--- config.mk ---
export PLATFORM = sky130hd
export DESIGN_NAME = tdf_ctrl
export DESIGN_NICKNAME = d
export VERILOG_FILES = /design/src/trial_division_factorizer_macros.svh /design/src/tdf_pkg.sv /design/src/tdf_ctrl.sv
export SDC_FILE = /design/constraint.sdc
export NUM_CORES = 1
export LEC_CHECK = 0
export ABC_AREA = 1
export BUFFER_PORTS_ARGS = -buffer_cell sky130_fd_sc_hd__buf_2
export CAP_MARGIN = 10
export CORE_AREA = 2 2 42 44
export CTS_CLUSTER_DIAMETER = 80
export DETAILED_ROUTE_END_ITERATION = 10
export DIE_AREA = 0 0 44 46
export GPL_ROUTABILITY_DRIVEN = 0
export PLACE_DENSITY = 0.78
export SYNTH_ARGS = -nofsm -noshare
export SYNTH_HDL_FRONTEND = slang
export SYNTH_SLANG_ARGS = --single-unit
export TNS_END_PERCENT = 1
--- constraint.sdc ---
create_clock -name clock -period 2 [get_ports clock]
set_clock_uncertainty 0.2 [all_clocks]
set_input_delay 0 -clock clock [delete_from_list [all_inputs] [get_ports clock]]
set_output_delay 0 -clock clock [all_outputs]
set_load 0.02 [all_outputs]
--- src/trial_division_factorizer_macros.svh ---
// ----------------------------------------------------------------------------
// Trial division factorizer assertion macros
// Shared property forms used by the checks at the end of the top level.
// ----------------------------------------------------------------------------
`ifndef TRIAL_DIVISION_FACTORIZER_MACROS_SVH
`define TRIAL_DIVISION_FACTORIZER_MACROS_SVH

// Same-cycle implication, sampled on clock and disabled during reset.
`define TDF_ASSERT_IMP(label, ante, cons, msg) \
   label: assert property (@(posedge clock) disable iff (reset) (ante) |-> (cons)) \
      else $error(msg);

// Next-cycle implication, sampled on clock and disabled during reset.
`define TDF_ASSERT_NXT(label, ante, cons, msg) \
   label: assert property (@(posedge clock) disable iff (reset) (ante) |=> (cons)) \
      else $error(msg);

`endif

--- src/tdf_pkg.sv ---
// ----------------------------------------------------------------------------
// Trial division factorizer package
// Widths, defaults and the command and status bundles of the block.
// ----------------------------------------------------------------------------
package tdf_pkg;

   localparam int NUM_W             = 27;
   localparam int EXP_W             = 5;
   localparam int DIV_CNT_W         = $clog2(NUM_W + 1);
   localparam int PRIME_BOUND_DEF   = 10240;
   localparam int TABLE_DEPTH_DEF   = 2048;

   typedef struct packed {
      logic clr;
      logic sv_rd;
      logic sv_chk;
      logic sv_next;
      logic mark;
      logic load;
      logic tab_rd;
      logic sq;
      logic div_start;
      logic div_take;
      logic next_p;
      logic emit;
      logic fin_emit;
      logic push_last;
      logic one_out;
   } tdf_cmd_type;

   typedef struct packed {
      logic clr_last;
      logic sv_last;
      logic comp_bit;
      logic mark_done;
      logic x_small;
      logic exhausted;
      logic sq_gt;
      logic div_busy;
      logic rem_zero;
      logic e_nz;
      logic pend_valid;
      logic slot_free;
   } tdf_stat_type;

endpackage

--- src/tdf_ctrl.sv ---
// ----------------------------------------------------------------------------
// Trial division factorizer controller
// Sequences the table sieve after reset and the per-item factoring loop.
// ----------------------------------------------------------------------------
module tdf_ctrl
   import tdf_pkg::*;
(
   input  logic         clock,
   input  logic         reset,
   input  logic         req_valid,
   output logic         req_stall,
   input  tdf_stat_type stat,
   output tdf_cmd_type  cmd
);

   localparam logic [3:0] S_CLR    = 4'd0;
   localparam logic [3:0] S_SVRD   = 4'd1;
   localparam logic [3:0] S_SVCHK  = 4'd2;
   localparam logic [3:0] S_MARK   = 4'd3;
   localparam logic [3:0] S_IDLE   = 4'd4;
   localparam logic [3:0] S_CHK0   = 4'd5;
   localparam logic [3:0] S_RD     = 4'd6;
   localparam logic [3:0] S_SQ     = 4'd7;
   localparam logic [3:0] S_CMP    = 4'd8;
   localparam logic [3:0] S_DSTART = 4'd9;
   localparam logic [3:0] S_DWAIT  = 4'd10;
   localparam logic [3:0] S_EMIT   = 4'd11;
   localparam logic [3:0] S_FIN    = 4'd12;
   localparam logic [3:0] S_LAST   = 4'd13;

   logic [3:0] state_ff, state_in;

   assign req_stall = state_ff != S_IDLE;

   always_comb begin
      state_in = state_ff;
      cmd      = '0;
      unique case (state_ff)
         S_CLR: begin
            cmd.clr = 1'b1;
            if (stat.clr_last) begin
               state_in = S_SVRD;
            end
         end
         S_SVRD: begin
            cmd.sv_rd = 1'b1;
            state_in  = S_SVCHK;
         end
         S_SVCHK: begin
            if (!stat.comp_bit) begin
               cmd.sv_chk = 1'b1;
               state_in   = S_MARK;
            end else if (stat.sv_last) begin
               state_in = S_IDLE;
            end else begin
               cmd.sv_next = 1'b1;
               state_in    = S_SVRD;
            end
         end
         S_MARK: begin
            if (!stat.mark_done) begin
               cmd.mark = 1'b1;
            end else if (stat.sv_last) begin
               state_in = S_IDLE;
            end else begin
               cmd.sv_next = 1'b1;
               state_in    = S_SVRD;
            end
         end
         S_IDLE: begin
            if (req_valid) begin
               cmd.load = 1'b1;
               state_in = S_CHK0;
            end
         end
         S_CHK0: begin
            if (!stat.x_small) begin
               state_in = S_RD;
            end else if (stat.slot_free) begin
               cmd.one_out = 1'b1;
               state_in    = S_IDLE;
            end
         end
         S_RD: begin
            if (stat.exhausted) begin
               state_in = S_FIN;
            end else begin
               cmd.tab_rd = 1'b1;
               state_in   = S_SQ;
            end
         end
         S_SQ: begin
            cmd.sq   = 1'b1;
            state_in = S_CMP;
         end
         S_CMP: begin
            state_in = stat.sq_gt ? S_FIN : S_DSTART;
         end
         S_DSTART: begin
            cmd.div_start = 1'b1;
            state_in      = S_DWAIT;
         end
         S_DWAIT: begin
            if (!stat.div_busy) begin
               if (stat.rem_zero) begin
                  cmd.div_take = 1'b1;
                  state_in     = S_DSTART;
               end else begin
                  state_in = S_EMIT;
               end
            end
         end
         S_EMIT: begin
            if (!stat.e_nz) begin
               cmd.next_p = 1'b1;
               state_in   = S_RD;
            end else if (!stat.pend_valid || stat.slot_free) begin
               cmd.emit = 1'b1;
               state_in = S_RD;
            end
         end
         S_FIN: begin
            if (stat.x_small) begin
               state_in = S_LAST;
            end else if (!stat.pend_valid || stat.slot_free) begin
               cmd.fin_emit = 1'b1;
               state_in     = S_LAST;
            end
         end
         S_LAST: begin
            if (stat.slot_free) begin
               cmd.push_last = 1'b1;
               state_in      = S_IDLE;
            end
         end
         default: begin
            state_in = S_IDLE;
         end
      endcase
   end

   always_ff @(posedge clock) begin
      if (reset) begin
         state_ff <= S_CLR;
      end else begin
         state_ff <= state_in;
      end
   end

endmodule

==> results.json, run 1 <==
{
  "run_status": "complete, no violations",
  "finalPower_uw": 984.6,
  "floorplan.die_area_mm2": 0.002024,
  "vias": 872,
  "worst_ep_arrival_time_ps": 1570,
  "postSynthCellCount": 123,
  "holdWs_ps": 76.34,
  "ys_top_cells_by_area": "nand2_1 19%, dfxtp_1 12%, nand3_1 9.5%",
  "timing.slew.headroom_pct": 76.33,
  "crit_path_cell_trace": "inv_2 > nand2_2 > o21ai_0 > nand3_1 > nor3_1 > buf_2",
  "grt_pass1_vias": 780,
  "grt_max_degree": 9,
  "path_clk_slew_ps": 40,
  "p_sw_uw": 570.0,
  "synth_seq_cells": 4,
  "post_synth_num_cell_types": 24,
  "reg2reg_slack_ps": 350,
  "core_mm2": 0.001614,
  "synth_area_um2": 683.2,
  "initial_utilization_pct": 42.33,
  "clkPwrFrac_pct": 10.8,
  "largest_reg_flops": 4,
  "drv_cap": 0,
  "synth_ff_type": "dfxtp_1",
  "synth_enable_flop_cells": 0,
  "die_h_um": 46,
  "area.growth.synth_to_final_pct": 33.15,
  "cts_buffer_depth": 2,
  "ports_placed_on_the_boundary": 31,
  "cts-htree-levels": 1,
  "postCtsResizedCells": 0,
  "mappedNetlistNets": 138,
  "final_net_count": 177,
  "synth_most_common_cell": "nand2_1",
  "instances_no_fill": 177,
  "rows": 15,
  "post_cts_buffers": 0,
  "sequential_fraction_of_the_synthesis_area_pct": 11.72,
  "biggestRegsByFlops": "state_ff (4)",
  "finalSetupTns_ps": 0,
  "dr.first_iter.drc_count": 6,
  "syn-mean-instance-area_um2": 5.554,
  "worst_path_largest_cell_delay_ps": 380,
  "comb_power_share_pct": 71.5,
  "p_sw_share_pct": 57.88,
  "setup.worst_path.start_class": "flop",
  "cts_root_buffer": "clkbuf_4",
  "cp_slowest_cell": "dfxtp_1",
  "p_seq_share_pct": 17.7,
  "max-vdd-ir-drop_mv": 0.5875,
  "total_leakage_power_uw": 0.0005713,
  "drt.antenna.violating_nets": 0,
  "grt_setup_unrepaired": "no",
  "io_buffers": 30,
  "worst_skew_pair.late_latency_ps": 240,
  "drt-wirelength-per-cell_um": 10.93,
  "synth_top_cell_by_area": "nand2_1",
  "largest-register": "state_ff",
  "power-per-cell-area_mw_per_mm2": 1082,
  "asyncSetResetFlopFracSynth_pct": 0,
  "worst-slew-pin-transition_ps": 354.7,
  "cp-end-kind": "output port",
  "gr-total-overflow": 0,
  "hold_viol_final": 0,
  "cp_num_buf_inv": 2,
  "antenna_violations_before_repair": 0,
  "globalRouteTotalUtil_pct": 20.71,
  "cts_buffers": 3,
  "synthDominantCellAreaShare_pct": 19.23,
  "synth.cells.most_frequent": "35 x nand2_1, 16 x inv_1, 15 x nor2_1, 13 x nand3_1",
  "diodes": 0,
  "hold_class": "in2out",
  "place.detailed.instances": 170,
  "type_of_the_setup_path_with_the_least_slack": "reg2out",
  "cp_max_fo": 6,
  "drive_gt1_share_pct": 35.63,
  "drv_slew": 0,
  "number_of_remaining_drc_errors": 0,
  "worst-endpoint-required_ps": 1800,
  "dp_hpwl_mm": 1.585,
  "synthesis.yosys.warnings": 0,
  "fmaxAchievable_ghz": 0.5642,
  "holdBufCountCts": 4,
  "critical-path-top-delay-family": "buffers and inverters",
  "finalWirelength_mm": 1.935,
  "post-route-period-util_pct": 88.62,
  "via_density_per_instance": 4.927,
  "first_pass_grt_wire_length_mm": 3.167,
  "min_period_ps": 1772,
  "die_width_um": 44,
  "setup_viol": 0,
  "clock_tree_from_tritoncts": "done",
  "firstDrtPassIters": 4,
  "clock_sinks": 4,
  "intPower_uw": 414.7
}
metrics by stage:
stage / area [um2] / util (%) / setup slack, ps
3_5_place_dp: 847.1 / 52.48 / 400.8
6_report: 909.6 / 56.36 / 227.6
4_1_cts: 909.6 / 56.36 / 237.3
5_1_grt: 909.6 / 56.36 / 89.47
3_3_place_gp: 847.1 / 52.48 / 383.2
2_1_floorplan: 683.2 / - / 458.1
worst paths after layout:
| path | start | to | cells past startpoint |
|---|---|---|---|
| max | state_ff[2] | cmd[11] | 6 |
| min | stat[4] | cmd[5] | 3 |
| max reg2reg | state_ff[1] | state_ff[1] | 8 |
| min reg2reg | state_ff[1] | state_ff[1] | 2 |
cells by family (layout without fill, tap and decap cells):
| kind of cell | count (synthesis) | in the layout | share of synthesized area [%] |
|---|---|---|---|
| buf+inv | 25 | 62 | 16.12 |
| compound gates | 9 | 9 | 7.509 |
| flops | 4 | 4 | 11.72 |
| simple gates | 85 | 85 | 64.65 |
worst register-to-register path, stage by stage (launching register included):
cell and delay, ps:
dfxtp_1 510, inv_2 140, nor2_4 180, nand3_1 90, nand2_1 110, inv_2 60, nand3_4 100, nand2_1 80
a21oi_2 130
cells in the final DEF, fill, tap and decap left out, types with 3 or more instances in the layout:
master	n
buf_2	30
nor2_1	15
o21ai_0	3
nand2_2	3
dfxtp_1	4
clkbuf_4	3
inv_2	5
nor2_2	3
inv_1	16
dlygate4sd3_1	4
nor3_1	5
nand2_1	35
nand3_1	13
nand3_2	3
layer usage:
metal / routed length (um) / vias to the layer above / GRT usage (%)
met3: 173 / 4 / 2.381
met2: 905 / 35 / 36.47
met5: 0 / - / 0
met1: 822 / 369 / 25.65
met4: 34 / 0 / 7.879
li1: - / 464 / -
power groups by stage:
stage / registers (uW) / clock network (uW) / logic (uW)
after floorplan: 145 / 0 / 561
after global placement: 173 / 0 / 689
after detailed placement: 175 / 0 / 694
after CTS: 173 / 106 / 702
after global routing: 178 / 116 / 786
final: 175 / 106 / 704
layout make-up:
cell class	instances	area, um2
Fill cell	165	704.4
Multi-Input combinational cell	94	493.0
Timing Repair Buffer	36	205.2
Inverter	23	87.58
Sequential cell	4	80.08
Clock buffer	3	22.52
Tap cell	17	21.27
Power figures use the tool's default switching activity.
==> run 2: changes to the inputs <==
--- a/config.mk
+++ b/config.mk
@@ -5,15 +5,15 @@
 export SDC_FILE = /design/constraint.sdc
 export NUM_CORES = 1
 export LEC_CHECK = 0
-export ABC_AREA = 1
 export BUFFER_PORTS_ARGS = -buffer_cell sky130_fd_sc_hd__buf_2
 export CAP_MARGIN = 10
-export CORE_AREA = 2 2 42 44
+export CORE_AREA = 2 2 41 43
 export CTS_CLUSTER_DIAMETER = 80
 export DETAILED_ROUTE_END_ITERATION = 10
-export DIE_AREA = 0 0 44 46
+export DIE_AREA = 0 0 43 45
 export GPL_ROUTABILITY_DRIVEN = 0
-export PLACE_DENSITY = 0.78
+export PLACE_DENSITY = 0.76
+export REMOVE_ABC_BUFFERS = 1
 export SYNTH_ARGS = -nofsm -noshare
 export SYNTH_HDL_FRONTEND = slang
 export SYNTH_SLANG_ARGS = --single-unit
==> run 2 against run 1 <==
Effect of this change:
- cell count shrank 21%
- global-route usage fell by 1.4 points
- critical path type is now reg2reg
- hold slack got worse by 56 ps
- largest cell class unchanged
- combinational power is 23% lower
- area after synthesis decreased by 11%
- core utilization up 1.3 points
==> results.json, run 2 <==
{
  "min_delay_path_depth": 4,
  "die_h_um": 45,
  "hold_start": "stat[6]",
  "worst_ep_arrival_time_ps": 1810,
  "fmaxAchievable_ghz": 0.5328,
  "syn-mean-instance-area_um2": 6.846,
  "ys_top_cells_by_area": "dfxtp_1 13%, nand2b_1 5.1%, a21oi_1 4.9%",
  "cp_slowest_cell": "dfxtp_1",
  "worst_skew_pair.late_latency_ps": 230,
  "met1_usage_pct": 22.68,
  "cts-htree-levels": 1,
  "asyncSetResetFlopFracSynth_pct": 0,
  "min_period_ps": 1877,
  "synth_area_um2": 609.3,
  "postCtsResizedCells": 0,
  "cts_root_buffer": "clkbuf_4",
  "worst-slew-pin-transition_ps": 408.7,
  "layout_commonest_cell": "buf_2",
  "synth_ff_type": "dfxtp_1",
  "dr.first_iter.drc_count": 16,
  "setup_viol": 0,
  "timing.slew.headroom_pct": 72.71,
  "cts_buffer_depth": 2,
  "synth_enable_flop_cells": 0,
  "type_of_the_setup_path_with_the_least_slack": "reg2reg",
  "fin_area_um2": 848.3,
  "cp_max_fo": 14,
  "first_pass_grt_wire_length_mm": 2.884,
  "rows": 14,
  "post-route-period-util_pct": 93.84,
  "crit_path_cell_trace": "or2_2 > o22ai_1 > a211oi_4 > nor2_1 > a311oi_1",
  "core_mm2": 0.001471,
  "drive_gt1_share_pct": 35.48,
  "floorplan.die_area_mm2": 0.001935,
  "hold_viol_final": 0,
  "drt.antenna.violating_nets": 0,
  "setup.worst_path.start_class": "flop",
  "place.detailed.instances": 134,
  "grt_pass1_vias": 684,
  "largest_reg_flops": 4,
  "firstDrtPassIters": 5,
  "clock_sinks": 4,
  "final_net_count": 141,
  "synth_top_cell_by_area": "dfxtp_1",
  "final_cell_mix": "30 x buf_2, 8 x nand2_1, 7 x nor2_1, 7 x buf_4, 6 x a21oi_1",
  "number_of_remaining_drc_errors": 0,
  "synth_most_common_cell": "nand2_1",
  "crit-reg2reg-launch": "state_ff[1]",
  "holdBufCountCts": 3,
  "worst_setup_path_startpoint": "state_ff[1]",
  "cts_buffers": 3,
  "io_buffers": 30,
  "dp_hpwl_mm": 1.417,
  "cp-end-kind": "flop",
  "clock_tree_from_tritoncts": "done",
  "globalRouteMet2Util_pct": 34.55,
  "grt_max_degree": 24,
  "gr-total-overflow": 0,
  "vias": 803,
  "worst_path_largest_cell_delay_ps": 560,
  "largest-register": "state_ff",
  "synthDominantCellAreaShare_pct": 13.14,
  "biggestRegsByFlops": "state_ff (4)",
  "synth_seq_cells": 4,
  "timing.reg2reg.worst_path_depth": 5,
  "finalWirelength_mm": 1.868,
  "diodes": 0,
  "globalRouteTotalUtil_pct": 19.33,
  "worst-endpoint-required_ps": 1940,
  "power-per-cell-area_mw_per_mm2": 959.4,
  "via_density_per_instance": 5.736,
  "drv_slew": 0,
  "hold_class": "in2reg",
  "finalSetupTns_ps": 0,
  "grt-busiest-layer": "met2",
  "synth.cells.most_frequent": "8 x nand2_1, 7 x nor2_1, 6 x a21oi_1",
  "synthesis.yosys.warnings": 0,
  "use_met3_pct": 3.600,
  "dpl-instance-area_um2": 795.8,
  "run_status": "complete, no violations",
  "ports_placed_on_the_boundary": 31,
  "path_clk_slew_ps": 30,
  "drv_cap": 0,
  "postSynthCellCount": 89,
  "post_synth_num_cell_types": 38,
  "initial_utilization_pct": 41.41,
  "die_width_um": 43,
  "sequential_fraction_of_the_synthesis_area_pct": 13.14,
  "area.growth.synth_to_final_pct": 39.22,
  "drt-wirelength-per-cell_um": 13.34,
  "grt_setup_unrepaired": "no",
  "post_cts_buffers": 0,
  "max-vdd-ir-drop_mv": 0.4609,
  "instances_no_fill": 140,
  "antenna_violations_before_repair": 0,
  "total_leakage_power_uw": 0.0003894
}
run 2: report_power, final:
part	total [uW]	switching [uW]	leakage [uW]	internal (uW)
sequential	172	67.4	0.0000328	104
clock	99.2	32.1	0.0000138	67.1
combinational	543	298	0.000343	245
run 2: cell families after synthesis:
family / count (synthesis) / share of synthesized area (%)
compound gates: 27 / 32.45
buf+inv: 11 / 7.802
flops: 4 / 13.14
mux: 1 / 1.643
simple gates: 46 / 44.97
run 2: path summary, 6_finish.rpt:
check                     end  slack [ps]
setup reg to reg  state_ff[1]         120
setup / recovery  state_ff[1]         120
hold / removal    state_ff[1]          20
hold reg to reg   state_ff[3]         520
run 2: layout make-up:
class	count	area, um2
inverter	3	11.26
tap	16	20.02
fill	171	623.1
timing repair buffer	40	232.7
multi-input combinational	74	481.7
clock buffer	3	22.52
sequential	4	80.08
run 2: critical path, delay by kind of cell, from the launching register on:
family          cells  cell delay [ps]
compound gates      3              740
flops               1              560
simple gates        2              290
run 2: metal layers:
| metal | part of all wire, % | routed length, um | up-vias |
|---|---|---|---|
| met5 | 0 | 0 | - |
| met4 | 0.75 | 14 | 0 |
| met3 | 5.0 | 93 | 2 |
| met2 | 49 | 920 | 27 |
| met1 | 45 | 838 | 371 |
| li1 | - | - | 403 |
run 2: through the flow:
step | util (%) | worst slack [ps] | total power [uW] | hold WS, ps
2_1_floorplan | - | 96.39 | 511.8 | -130.9
3_3_place_gp | 54.08 | 237.6 | 685.1 | 14.20
3_5_place_dp | 54.08 | 158.6 | 705.5 | 10.10
4_1_cts | 57.65 | 148.9 | 812.2 | 19.78
5_1_grt | 57.65 | 17.63 | 879.2 | 38.10
6_report | 57.65 | 123.3 | 813.9 | 20.83
==> run 3: changes to the inputs <==
--- a/config.mk
+++ b/config.mk
@@ -7,12 +7,12 @@
 export LEC_CHECK = 0
 export BUFFER_PORTS_ARGS = -buffer_cell sky130_fd_sc_hd__buf_2
 export CAP_MARGIN = 10
-export CORE_AREA = 2 2 41 43
+export CORE_AREA = 2 2 40 42
 export CTS_CLUSTER_DIAMETER = 80
 export DETAILED_ROUTE_END_ITERATION = 10
-export DIE_AREA = 0 0 43 45
+export DIE_AREA = 0 0 42 44
 export GPL_ROUTABILITY_DRIVEN = 0
-export PLACE_DENSITY = 0.76
+export PLACE_DENSITY = 0.8
 export REMOVE_ABC_BUFFERS = 1
 export SYNTH_ARGS = -nofsm -noshare
 export SYNTH_HDL_FRONTEND = slang
==> constraint.sdc (replaced) <==
create_clock -name clock -period 2.2 [get_ports clock]
set_clock_uncertainty 0.2 [all_clocks]
set_input_delay 0 -clock clock [delete_from_list [all_inputs] [get_ports clock]]
set_output_delay 0 -clock clock [all_outputs]
set_load 0.02 [all_outputs]
==> run 3 against run 2 <==
Effect of this change:
- sequential share of layout area rose by 0.17 points
- cell count fell by 1.4%
- die area fell by 4.5%
==> results.json, run 3 (same netlist as run 2, synthesis figures left out) <==
{
  "area.growth.synth_to_final_pct": 36.76,
  "grt_max_degree": 18,
  "worst_setup_path_startpoint": "state_ff[3]",
  "drv_cap": 0,
  "critical-path-top-delay-family": "flip-flops",
  "largest_reg_flops": 4,
  "worst-slew-pin-transition_ps": 522.9,
  "rows": 14,
  "drt-wirelength-per-cell_um": 12.65,
  "type_of_the_setup_path_with_the_least_slack": "reg2out",
  "clock_tree_from_tritoncts": "done",
  "final_core_utilization_pct": 58.73,
  "gr-total-overflow": 0,
  "hold_viol_final": 0,
  "cp_num_cells": 4,
  "cts_buffer_depth": 2,
  "floorplan.die_area_mm2": 0.001848,
  "min_period_ps": 1956,
  "drive_gt1_share_pct": 34.43,
  "path_clk_slew_ps": 40,
  "clock_sinks": 4,
  "hold_class": "in2reg",
  "via_density_per_instance": 5.681,
  "post-route-period-util_pct": 88.89,
  "cts-htree-levels": 1,
  "finalSetupTns_ps": 0,
  "ports_placed_on_the_boundary": 31,
  "layout.filler_cells": 140,
  "reg2reg_slack_ps": 270,
  "number_of_remaining_drc_errors": 0,
  "cp_max_fo": 17,
  "layout_commonest_cell": "buf_2",
  "worst_path_largest_cell_delay_ps": 640,
  "die_h_um": 44,
  "antenna_violations_before_repair": 0,
  "holdWs_ps": 36.50,
  "vias": 784,
  "grt_setup_unrepaired": "no",
  "drt.antenna.violating_nets": 0,
  "total_leakage_power_uw": 0.0003788,
  "cp-endpoint": "cmd[3]",
  "initial_utilization_pct": 42.95,
  "setup_viol": 0,
  "finalPower_uw": 718.9,
  "drv_slew": 0,
  "cp_num_buf_inv": 2,
  "cts_buffers": 3,
  "firstDrtPassIters": 4,
  "diodes": 0,
  "first_pass_grt_wire_length_mm": 2.987,
  "io_buffers": 30,
  "final_net_count": 139,
  "grt_pass1_vias": 720,
  "worst-endpoint-required_ps": 2000,
  "timing.slew.headroom_pct": 65.09,
  "worst_ep_arrival_time_ps": 1760,
  "power-per-cell-area_mw_per_mm2": 862.7,
  "timing.reg2reg.worst_path_depth": 4,
  "cp_slowest_cell": "dfxtp_1",
  "worst_skew_pair.late_latency_ps": 230,
  "cts_root_buffer": "clkbuf_4",
  "fmaxAchievable_ghz": 0.5114,
  "crit-reg2reg-launch": "state_ff[2]",
  "globalRouteTotalUtil_pct": 20.52,
  "finalWirelength_mm": 1.746,
  "max-vdd-ir-drop_mv": 0.4870,
  "cp-end-kind": "output port",
  "crit_path_cell_trace": "buf_4 > nand2b_1 > nor4b_1 > buf_2",
  "final_cell_mix": "30 x buf_2, 8 x nand2_1, 7 x nor2_1, 6 x a21oi_1",
  "biggestRegsByFlops": "state_ff (4)",
  "setup.worst_path.start_class": "flop",
  "dr.first_iter.drc_count": 18,
  "die_width_um": 42,
  "post_cts_buffers": 0,
  "dp_hpwl_mm": 1.311,
  "run_status": "complete, no violations",
  "rr_endpoint": "state_ff[1]",
  "core_mm2": 0.001419,
  "largest-register": "state_ff"
}
## run 3: cell count changes in the layout (fill, tap and decap cells not counted)
| cell | before | now |
|---|---|---|
| buf_4 | 7 | 5 |
## run 3: timing repair
item,4_1_cts,5_1_grt
hold buffers,3,0
endpoints found under the hold margin,4,0
gates resized for setup,0,0
## run 3: layer usage
layer,routed length [um],part of all wire (%),track usage (%)
met2,819,47,39.69
met5,0,0,0
met4,0,0,6.452
met3,116,6.6,0
met1,810,46,24.75
## run 3: power by group
group,total (uW),switching (uW),internal [uW]
Clock,90.5,29.5,61.0
Sequential,172,77.2,94.6
Combinational,457,248,208
Total,719,355,364
## run 3: cell type report
class / count / area (um2) / share of cell area [%]
timing repair buffer: 38 / 217.7 / 26.13
tap: 16 / 20.02 / 2.402
sequential: 4 / 80.08 / 9.610
inverter: 3 / 11.26 / 1.351
clock buffer: 3 / 22.52 / 2.703
multi-input combinational: 74 / 481.7 / 57.81
## run 3: worst min path at each step
stage | endpoint | cells past startpoint | slack, ps | start
5_1_grt | state_ff[1] | 4 | 60 | stat[6]
4_1_cts | state_ff[1] | 4 | 10 | stat[6]
3_5_place_dp | state_ff[3] | 2 | 7 | reset
2_1_floorplan | state_ff[0] | 1 | -130 | reset
6_report | state_ff[1] | 4 | 40 | stat[6]
3_3_place_gp | state_ff[0] | 2 | 7 | reset
## run 3: worst reg2reg max path, cell delays in order, from the launching register on
cell,delay (ps)
dfxtp_1,590
or4b_1,500
a21oi_1,240
a211oi_4,90
a311oi_1,210
## run 3: stage by stage
| step | cell area [um2] | std cells | setup WS, ps |
|---|---|---|---|
| 2_1_floorplan | 573.1 | 81 | 296.4 |
| 3_3_place_gp | 780.7 | 132 | 353.6 |
| 3_5_place_dp | 780.7 | 132 | 286.2 |
| 4_1_cts | 833.3 | 138 | 221.1 |
| 5_1_grt | 833.3 | 138 | 88.04 |
| 6_report | 833.3 | 138 | 244.4 |
